===== src/design/pxb_pkg.sv =====
`default_nettype none
package pxb_pkg;

    // channel and register widths
    localparam int CHAN_W   = 8;
    localparam int CFG_IDX_W = 2;
    localparam int CFG_DAT_W = 8;

    // fixed-point scale: channel value c stands for c/255
    localparam logic [7:0]  FULL_SCALE = 8'd255;
    localparam logic [15:0] FULL_SQ    = 16'd65025;
    localparam logic [23:0] FULL_SQ_X2 = 24'd130050;

    // configuration register indexes
    localparam logic [CFG_IDX_W-1:0] CFG_IDX_MODE    = 2'd0;
    localparam logic [CFG_IDX_W-1:0] CFG_IDX_OPACITY = 2'd1;

    // reset value of the opacity register
    localparam logic [7:0] OPACITY_RST = 8'd255;

    typedef enum logic [2:0] {
        MODE_NORMAL   = 3'd0,
        MODE_MULTIPLY = 3'd1,
        MODE_SCREEN   = 3'd2,
        MODE_OVERLAY  = 3'd3,
        MODE_ADD      = 3'd4
    } t_blend_mode;

    typedef struct packed {
        logic [7:0] base_red;
        logic [7:0] base_green;
        logic [7:0] base_blue;
        logic [7:0] base_alpha;
        logic [7:0] over_red;
        logic [7:0] over_green;
        logic [7:0] over_blue;
    } t_pix_in;

    typedef struct packed {
        logic [7:0] out_red;
        logic [7:0] out_green;
        logic [7:0] out_blue;
        logic [7:0] out_alpha;
    } t_pix_out;

endpackage
`default_nettype wire


===== src/design/pixel_blend_with_opacity.sv =====
// pixel blend with opacity
//
// i_start with i_pixel carries one base pixel (rgba) and one overlay pixel (rgb).
// A transaction is taken at every rising edge where i_start is high and o_busy
// low; o_busy never rises, so a pixel may enter on every clock.
// Each colour channel is blended by the configured mode (normal, multiply,
// screen, overlay, add), mixed with the base channel by opacity and truncated;
// base alpha is carried through untouched.
// Results appear on o_result for one cycle with o_done high, registered in the
// six-stage pipeline (products, blend select, mix products, sum, quotient
// estimate, quotient correction); throughput is one pixel per clock.
// The receiver cannot stall the output.
// Configuration goes through i_cfg_valid/o_cfg_ready with i_cfg_index and
// i_cfg_data: index 0 is the blend mode, index 1 the opacity; other indexes
// are ignored. Writes must be made by the user while no pixel is in flight; the
// block does not enforce this. Synchronous active-low reset empties the pipeline
// and sets mode normal, opacity 255.
`default_nettype none
module pixel_blend_with_opacity (
    input  wire logic                         i_clk,
    input  wire logic                         i_rst_n,
    input  wire logic                         i_start,
    output logic                              o_busy,
    input  wire pxb_pkg::t_pix_in             i_pixel,
    output logic                              o_done,
    output pxb_pkg::t_pix_out                 o_result,
    input  wire logic                         i_cfg_valid,
    output logic                              o_cfg_ready,
    input  wire logic [pxb_pkg::CFG_IDX_W-1:0] i_cfg_index,
    input  wire logic [pxb_pkg::CFG_DAT_W-1:0] i_cfg_data
);

    localparam int NCH    = 3;
    localparam int STAGES = 6;

    // configuration registers
    pxb_pkg::t_blend_mode r_mode;
    logic [7:0]           r_opacity;

    // pipeline valid bits and alpha carry
    logic [STAGES-1:0] r_vld;
    logic [7:0]        r_alpha [STAGES];

    // stage 1: channels and raw products
    logic [7:0]  r1_b  [NCH];
    logic [7:0]  r1_o  [NCH];
    logic [15:0] r1_p  [NCH];
    logic [15:0] r1_q  [NCH];
    logic [8:0]  r1_s  [NCH];
    // stage 2: blended value and base weight product
    logic [15:0] r2_r  [NCH];
    logic [15:0] r2_ma [NCH];
    // stage 3: the two mix terms
    logic [23:0] r3_n1 [NCH];
    logic [23:0] r3_n2 [NCH];
    // stage 4: numerator
    logic [23:0] r4_n  [NCH];
    // stage 5: numerator and quotient estimate product
    logic [23:0] r5_n  [NCH];
    logic [23:0] r5_pr [NCH];
    // stage 6: output register
    pxb_pkg::t_pix_out r_result;
    logic              r_done;

    // next values
    logic [7:0]  n_b  [NCH];
    logic [7:0]  n_o  [NCH];
    logic [15:0] n_r  [NCH];
    logic [15:0] n_ma [NCH];
    logic [23:0] n_n1 [NCH];
    logic [23:0] n_n2 [NCH];
    logic [23:0] n_pr [NCH];
    logic [23:0] n_rem [NCH];
    logic [7:0]  n_q  [NCH];
    logic        w_take;

    assign o_busy      = 1'b0;
    assign o_cfg_ready = 1'b1;
    assign w_take      = i_start && !o_busy;
    assign o_done      = r_done;
    assign o_result    = r_result;

    // configuration writes
    always_ff @(posedge i_clk) begin
        if (!i_rst_n) begin
            r_mode    <= pxb_pkg::MODE_NORMAL;
            r_opacity <= pxb_pkg::OPACITY_RST;
        end else if (i_cfg_valid && o_cfg_ready) begin
            case (i_cfg_index)
                pxb_pkg::CFG_IDX_MODE:    r_mode    <= pxb_pkg::t_blend_mode'(i_cfg_data[2:0]);
                pxb_pkg::CFG_IDX_OPACITY: r_opacity <= i_cfg_data[7:0];
                default: ;
            endcase
        end
    end

    // valid bits
    always_ff @(posedge i_clk) begin
        if (!i_rst_n) begin
            r_vld  <= '0;
            r_done <= 1'b0;
        end else begin
            r_vld  <= {r_vld[STAGES-2:0], w_take};
            r_done <= r_vld[STAGES-2];
        end
    end

    // channel lanes from the input transaction
    always_comb begin
        n_b[0] = i_pixel.base_red;
        n_b[1] = i_pixel.base_green;
        n_b[2] = i_pixel.base_blue;
        n_o[0] = i_pixel.over_red;
        n_o[1] = i_pixel.over_green;
        n_o[2] = i_pixel.over_blue;
    end

    // blend select per mode, with base weight product
    always_comb begin
        for (int c = 0; c < NCH; c++) begin
            n_ma[c] = 16'(r1_b[c]) * 16'(pxb_pkg::FULL_SCALE - r_opacity);
            case (r_mode)
                pxb_pkg::MODE_MULTIPLY: n_r[c] = r1_p[c];
                pxb_pkg::MODE_SCREEN:   n_r[c] = pxb_pkg::FULL_SQ - r1_q[c];
                pxb_pkg::MODE_OVERLAY: begin
                    if (!r1_b[c][7])
                        n_r[c] = {r1_p[c][14:0], 1'b0};
                    else
                        n_r[c] = pxb_pkg::FULL_SQ - {r1_q[c][14:0], 1'b0};
                end
                pxb_pkg::MODE_ADD: begin
                    if (r1_s[c][8])
                        n_r[c] = pxb_pkg::FULL_SQ;
                    else
                        n_r[c] = {r1_s[c][7:0], 8'd0} - {8'd0, r1_s[c][7:0]};
                end
                default: n_r[c] = {r1_o[c], 8'd0} - {8'd0, r1_o[c]};
            endcase
        end
    end

    // mix terms: 255*b*(255-a) and R*a
    always_comb begin
        for (int c = 0; c < NCH; c++) begin
            n_n1[c] = {r2_ma[c], 8'd0} - {8'd0, r2_ma[c]};
            n_n2[c] = 24'(r2_r[c]) * 24'(r_opacity);
        end
    end

    // quotient estimate n/65536 never exceeds the true quotient by division
    // by 65025, and falls short of it by at most two
    always_comb begin
        for (int c = 0; c < NCH; c++) begin
            n_pr[c]  = 24'(r4_n[c][23:16]) * 24'(pxb_pkg::FULL_SQ);
            n_rem[c] = r5_n[c] - r5_pr[c];
            n_q[c]   = r5_n[c][23:16]
                     + 8'(n_rem[c] >= 24'(pxb_pkg::FULL_SQ))
                     + 8'(n_rem[c] >= pxb_pkg::FULL_SQ_X2);
        end
    end

    // datapath registers
    always_ff @(posedge i_clk) begin
        for (int c = 0; c < NCH; c++) begin
            r1_b[c]  <= n_b[c];
            r1_o[c]  <= n_o[c];
            r1_p[c]  <= 16'(n_b[c]) * 16'(n_o[c]);
            r1_q[c]  <= 16'(pxb_pkg::FULL_SCALE - n_b[c]) * 16'(pxb_pkg::FULL_SCALE - n_o[c]);
            r1_s[c]  <= {1'b0, n_b[c]} + {1'b0, n_o[c]};
            r2_r[c]  <= n_r[c];
            r2_ma[c] <= n_ma[c];
            r3_n1[c] <= n_n1[c];
            r3_n2[c] <= n_n2[c];
            r4_n[c]  <= r3_n1[c] + r3_n2[c];
            r5_n[c]  <= r4_n[c];
            r5_pr[c] <= n_pr[c];
        end
        r_alpha[0] <= i_pixel.base_alpha;
        for (int s = 1; s < STAGES; s++) begin
            r_alpha[s] <= r_alpha[s-1];
        end
        r_result.out_red   <= n_q[0];
        r_result.out_green <= n_q[1];
        r_result.out_blue  <= n_q[2];
        r_result.out_alpha <= r_alpha[STAGES-2];
    end

endmodule
`default_nettype wire


===== config.mk =====
export PLATFORM = sky130hd
export DESIGN_NAME = pixel_blend_with_opacity
export DESIGN_NICKNAME = d
export VERILOG_FILES = /design/src/design/pxb_pkg.sv /design/src/design/pixel_blend_with_opacity.sv
export SDC_FILE = /design/constraint.sdc
export NUM_CORES = 2
export LEC_CHECK = 0
export BUFFER_PORTS_ARGS = -buffer_cell sky130_fd_sc_hd__buf_4
export CORE_AREA = 2 2 375 377
export CTS_BUF_LIST = sky130_fd_sc_hd__clkbuf_8
export DETAILED_ROUTE_END_ITERATION = 8
export DIE_AREA = 0 0 377 379
export PLACE_DENSITY_LB_ADDON = 0.12
export SETUP_SLACK_MARGIN = 0.5
export SLEW_MARGIN = 5
export SYNTH_ARGS = -nofsm -noshare
export SYNTH_HDL_FRONTEND = slang
export SYNTH_SLANG_ARGS = --single-unit

===== constraint.sdc =====
create_clock -name i_clk -period 6.9 [get_ports i_clk]
set_clock_uncertainty 0.05 [all_clocks]
set_input_delay 1.38 -clock i_clk [delete_from_list [all_inputs] [get_ports i_clk]]
set_output_delay 1.38 -clock i_clk [all_outputs]
set_load 0.02 [all_outputs]

-- Yosys cells after proc, flatten, opt, wreduce, memory -nomap -nowiden
Memories as Yosys holds them, arrays and structs flattened.
Cells that the tools add are included.
- register bits after elaboration: 49
- bits in writable memories: 675
- input port bits: 70
- logic and storage cells: 96
- memories kept: 13
- $add $sub $neg: 37
- $mul: 15
- magnitude comparators: 6
- eq/ne operators: 5
- mux-type cells: 9
- reductions and logical operators: 3
- memories (name ; words ; width ; read ports ; clocked after Yosys merged registers in ; wr ports ; line ; source):
    r3_n1 ; 3 ; 24 ; 3 ; 0 ; 3 ; pixel_blend_with_opacity.sv:54 ; logic [23:0] r3_n1 [NCH];
    r3_n2 ; 3 ; 24 ; 3 ; 0 ; 3 ; pixel_blend_with_opacity.sv:55 ; logic [23:0] r3_n2 [NCH];
    r4_n ; 3 ; 24 ; 3 ; 0 ; 3 ; pixel_blend_with_opacity.sv:57 ; logic [23:0] r4_n [NCH];
    r5_n ; 3 ; 24 ; 3 ; 0 ; 3 ; pixel_blend_with_opacity.sv:59 ; logic [23:0] r5_n [NCH];
    r5_pr ; 3 ; 24 ; 3 ; 0 ; 3 ; pixel_blend_with_opacity.sv:60 ; logic [23:0] r5_pr [NCH];
    r1_p ; 3 ; 16 ; 3 ; 0 ; 3 ; pixel_blend_with_opacity.sv:47 ; logic [15:0] r1_p [NCH];
    7 more memories ; n/a ; n/a ; n/a ; n/a ; n/a ; n/a ;
- operators with widths (operator ; number):
    16-bit one-hot mux with 4 select lines ; 3
    16-bit two-way mux ; 6
    16-bit subtractor (first input constant) ; 6
    16-bit by 8-bit subtractor with 16-bit output ; 6
    24-bit adder ; 3
    24-bit by 16-bit greater-or-equal comparator with 1-bit output (second input constant) ; 3
    24-bit by 17-bit greater-or-equal comparator with 1-bit output (second input constant) ; 3
    16-bit by 8-bit multiplier with 24-bit output ; 3
    8-bit by 16-bit multiplier with 24-bit output (second input constant) ; 3
    24-bit by 16-bit subtractor with 24-bit output ; 3
    24-bit subtractor ; 3
    9-bit by 9-bit multiplier with 16-bit output ; 4
    8-bit by 8-bit subtractor with 9-bit output (first input constant) ; 7
    8-bit by 1-bit adder with 8-bit output ; 6
    8-bit by 8-bit multiplier with 16-bit output ; 3
    8-bit by 16-bit multiplier with 16-bit output ; 2
    8-bit by 8-bit adder with 9-bit output ; 3
    3-bit by 2-bit equality test with 1-bit output (second input constant) ; 2
    2-bit AND reduction ; 2
    3-bit by 1-bit equality test with 1-bit output (second input constant) ; 1
    3-bit equality test (second input constant) ; 1
    2-bit by 1-bit equality test with 1-bit output (second input constant) ; 1
    2-bit logical NOT ; 1

-- Depth between registers and ports, before layout
An unclocked memory read counts as a cell.
- word-level depth: 5
- mapped depth: 23
- mapped depth without buffers: 22

-- Least setup slack after synthesis
No wires, ideal clock.
- path kind: input port to flip-flop
- from: input i_pixel[43] in the netlist's numbering
- to: memory r1_q[1][14] (netlist: r1_q[0][30])
- library setup time: 62 ps
- arrival: 5648 ps
- path slack: 1140 ps
- stages on the path: 18
- buffers on the path: 1
- cells stage by stage: clkbuf_1 > clkinv_1 > ha_1 > fa_1 > inv_1 > fa_1 > fa_1 > fa_1 > inv_1 > ha_1 > o21ai_0 > a21boi_0 > o21ai_0 > a21boi_0 > o21ai_0 > a21boi_0 > or4b_1 > nand3_1
- RTL lines (what ; line ; source):
    from (decl) ; pixel_blend_with_opacity.sv:24 ; input wire pxb_pkg::t_pix_in i_pixel,
    to (decl) ; pixel_blend_with_opacity.sv:48 ; logic [15:0] r1_q [NCH];

==> run_results.csv <==
group,metric,value,unit
synth,synth_edf_count,0,
floorplan,die_h,379,um
synth,synth_seq_cells,686,
synth,synth_area_per_cell,9.034,um2
grt,gr-total-overflow,0,
synth,synthTopCellsByArea,"dfxtp_1 (22%), fa_1 (21%), ha_1 (16%)",
setup_path,worst-setup-path-type,"flop to flop",
routing,postRouteAntennaNets,0,
routing,firstDrtPassIters,6,
setup_path,path_max_fanout,40,
grt,grt_pass1_wl,247300,um
outcome,status,"finished, final reports clean",
clocking,cts_hold_buf,0,
layout,design_area,67700,um2
setup_path,crit_path_cell_trace,"buf_4, and2_1, fa_1, fa_1, fa_1, fa_1, ha_1, o2111ai_1, o22ai_1, o41ai_2, o211ai_1, a31o_2, a21oi_1, xnor2_1",
timing,clock.fmax,180.7,MHz
floorplan,ioPinCount,105,
timing,fin_crit_sh,80.21,%
placement,routabilityCongestion,0.9179,
synth,syn-num-nets,8409,
synth,synth_ff_type,"dfxtp_1",
timing,whs,0.2132,ns
timing,maxSlewHeadroom,20.43,%
routing,drtIter0Drc,2370,
clocking,cts_resized,0,
setup_path,slowest_stage,"dfxtp_2",
clocking,cts_root_buf,"clkbuf_8",
routing,wl,148800,um
layout,n_fill_cell,13402,
synth,synth_area,62250,um2
floorplan,die_area,142900,um2
timing,final.min_clock_period,5.534,ns
timing,slew_violations,0,
clocking,clk_pin_slew_worst_paths,0.06,ns
floorplan,initial_core_util,44.83,%
placement,place_hpwl,119700,um
grt,grtUsageTotal,21.45,%
timing,setup_viol,0,
synth,synth_commonest_cells,"inv_1 (1080), ha_1 (791), dfxtp_1 (686)",
routing,vias,45272,
clocking,post_cts_buffers,0,
timing,hold_violations,0,
placement,place_area,64960,um2
routing,wl_per_cell,16.73,um
layout,syn_to_final_growth,8.758,%
synth,ys_warn_count,0,
placement,portBuffers,102,
clocking,htreeDepth,3,
clocking,clockBufferDepth,3,
setup_path,critPathMaxStageDelay,0.93,ns
layout,nets,8509,
setup_path,crit_arrival,6.20,ns
grt,antenna_found_initial,2,
floorplan,fp.coreArea,138800,um2
clocking,cts_sinks,686,
synth,synth.most_common_cell,"inv_1",
clocking,cts_tree,"yes",
synth,yosysSeqAreaShare,22.06,%
setup_path,crit_buf_inv,1,
floorplan,die_w,377,um
setup_path,crit_family,"adder cells",
synth,syn_inst,6890,
grt,grt_max_degree,57,
setup_path,crit_top_cell,"fa_1",
routing,drc_errors,0,
synth,synth_top_area_cell,"dfxtp_1",
routing,viasPerCell,5.091,
min_path,holdCritPathClass,"flop to flop",
timing,fin_setup_tns,0,ns
synth,async_flop_share,0,%
synth,yosysTopAreaCellShare,22.06,%
grt,grt_pass1_vias,47007,
clocking,numCtsBuffers,121,
clocking,clock_latency,0.88,ns
floorplan,rows,137,
setup_path,crit_required,7.57,ns
timing,rsz0062_at_grt,"false",
job,cap_violations,0,
synth,yosysUniqueCellTypes,91,
setup_path,crit_path_start_kind,"flop",
timing,tightest_slew,1.189,ns
setup_path,cp-end-kind,"flop",
layout,drive_gt1_share,5.562,%
==> worst reg2reg max path: stages, from the launching register on <==
cell and delay, ns:
dfxtp_2 0.93, buf_4 0.40, and2_1 0.19, fa_1 0.45, fa_1 0.57, fa_1 0.44
fa_1 0.44, ha_1 0.36, o2111ai_1 0.13, o22ai_1 0.15, o41ai_2 0.43, o211ai_1 0.23
a31o_2 0.27, a21oi_1 0.17, xnor2_1 0.23
==> registers in the layout, indices dropped and copies added (netlist names), 48 cells and up <==
signal / count
r5_pr: 66
r4_n: 72
r1_q: 48
r3_n2: 72
r2_r: 48
r5_n: 48
r3_n1: 72
r1_p: 48
r2_ma: 48
==> area by class of cell <==
| class | instances | area, um2 | share of cell area [%] |
|---|---|---|---|
| flip-flops and latches | 686 | 13740 | 20.30 |
| clock buffers | 148 | 2037 | 3.009 |
| inverters | 1105 | 4148 | 6.127 |
| diodes | 1 | 2.502 | 0.003696 |
| clock inverters | 69 | 694.4 | 1.026 |
| repair buffers | 137 | 1054 | 1.556 |
| well taps | 1807 | 2261 | 3.340 |
| multi-input cells | 4939 | 43760 | 64.64 |
==> cells in the final DEF, fill, tap and decap left out, drive strengths merged, types with 13 or more instances in the layout <==
cell type	instances
a211oi	24
a21boi	63
a21o	79
a21oi	267
a22oi	13
a31oi	27
and2	275
and3	24
buf	137
clkbuf	148
clkinv	47
dfxtp	686
fa	658
ha	791
inv	1107
mux2i	51
nand2	523
nand2b	117
nand3	85
nand3b	13
nor2	522
nor2b	187
nor3	103
nor4	33
o211ai	38
o21a	46
o21ai	231
o21bai	30
o31a	24
o31ai	18
o41ai	23
or2	13
or3	40
or4	22
xnor2	328
xor2	100
==> final timing paths <==
path,from,to,slack (ns),depth (start not counted)
setup reg to reg,r_opacity[3],r3_n2[0][46],1.37,14
setup / recovery,r_opacity[3],r3_n2[0][46],1.37,14
hold reg to reg,r4_n[0][48],r5_n[0][48],0.21,0
hold / removal,r4_n[0][48],r5_n[0][48],0.21,0
==> per-layer routing <==
metal	wire length, um	share of wire, %	vias to the layer above	global-route usage [%]
li1	-	-	22507	-
met1	71260	48	21748	29.54
met2	68300	46	799	35.37
met3	5564	3.7	218	2.524
met4	3631	2.4	0	6.181
met5	0	0	-	0
==> stage by stage <==
step | instances | worst slack, ns | utilization [%]
3_3_place_gp | 8674 | 0.6162 | 46.79
4_1_cts | 8891 | 1.318 | 48.76
2_1_floorplan | 6890 | 1.140 | -
6_report | 8892 | 1.366 | 48.76
5_1_grt | 8892 | 1.023 | 48.76
3_5_place_dp | 8674 | 0.5465 | 46.79
==> cell families (layout without fill, tap and decap cells) <==
group	after synthesis	in the layout	share of synthesized area (%)
AOI/OAI and AO/OA	1003	1003	10.49
muxes	60	60	0.9829
buffers and inverters	1265	1459	7.660
xor gates and xnor gates	428	428	6.022
adders and majority gates	1449	1449	37.06
DFF	686	686	22.06
and+or+nand+nor	1997	1997	15.70
other	2	3	0.01207
Power is not shown: default switching activity piles up to over one toggle a cycle in this logic, so the estimate is an artifact.
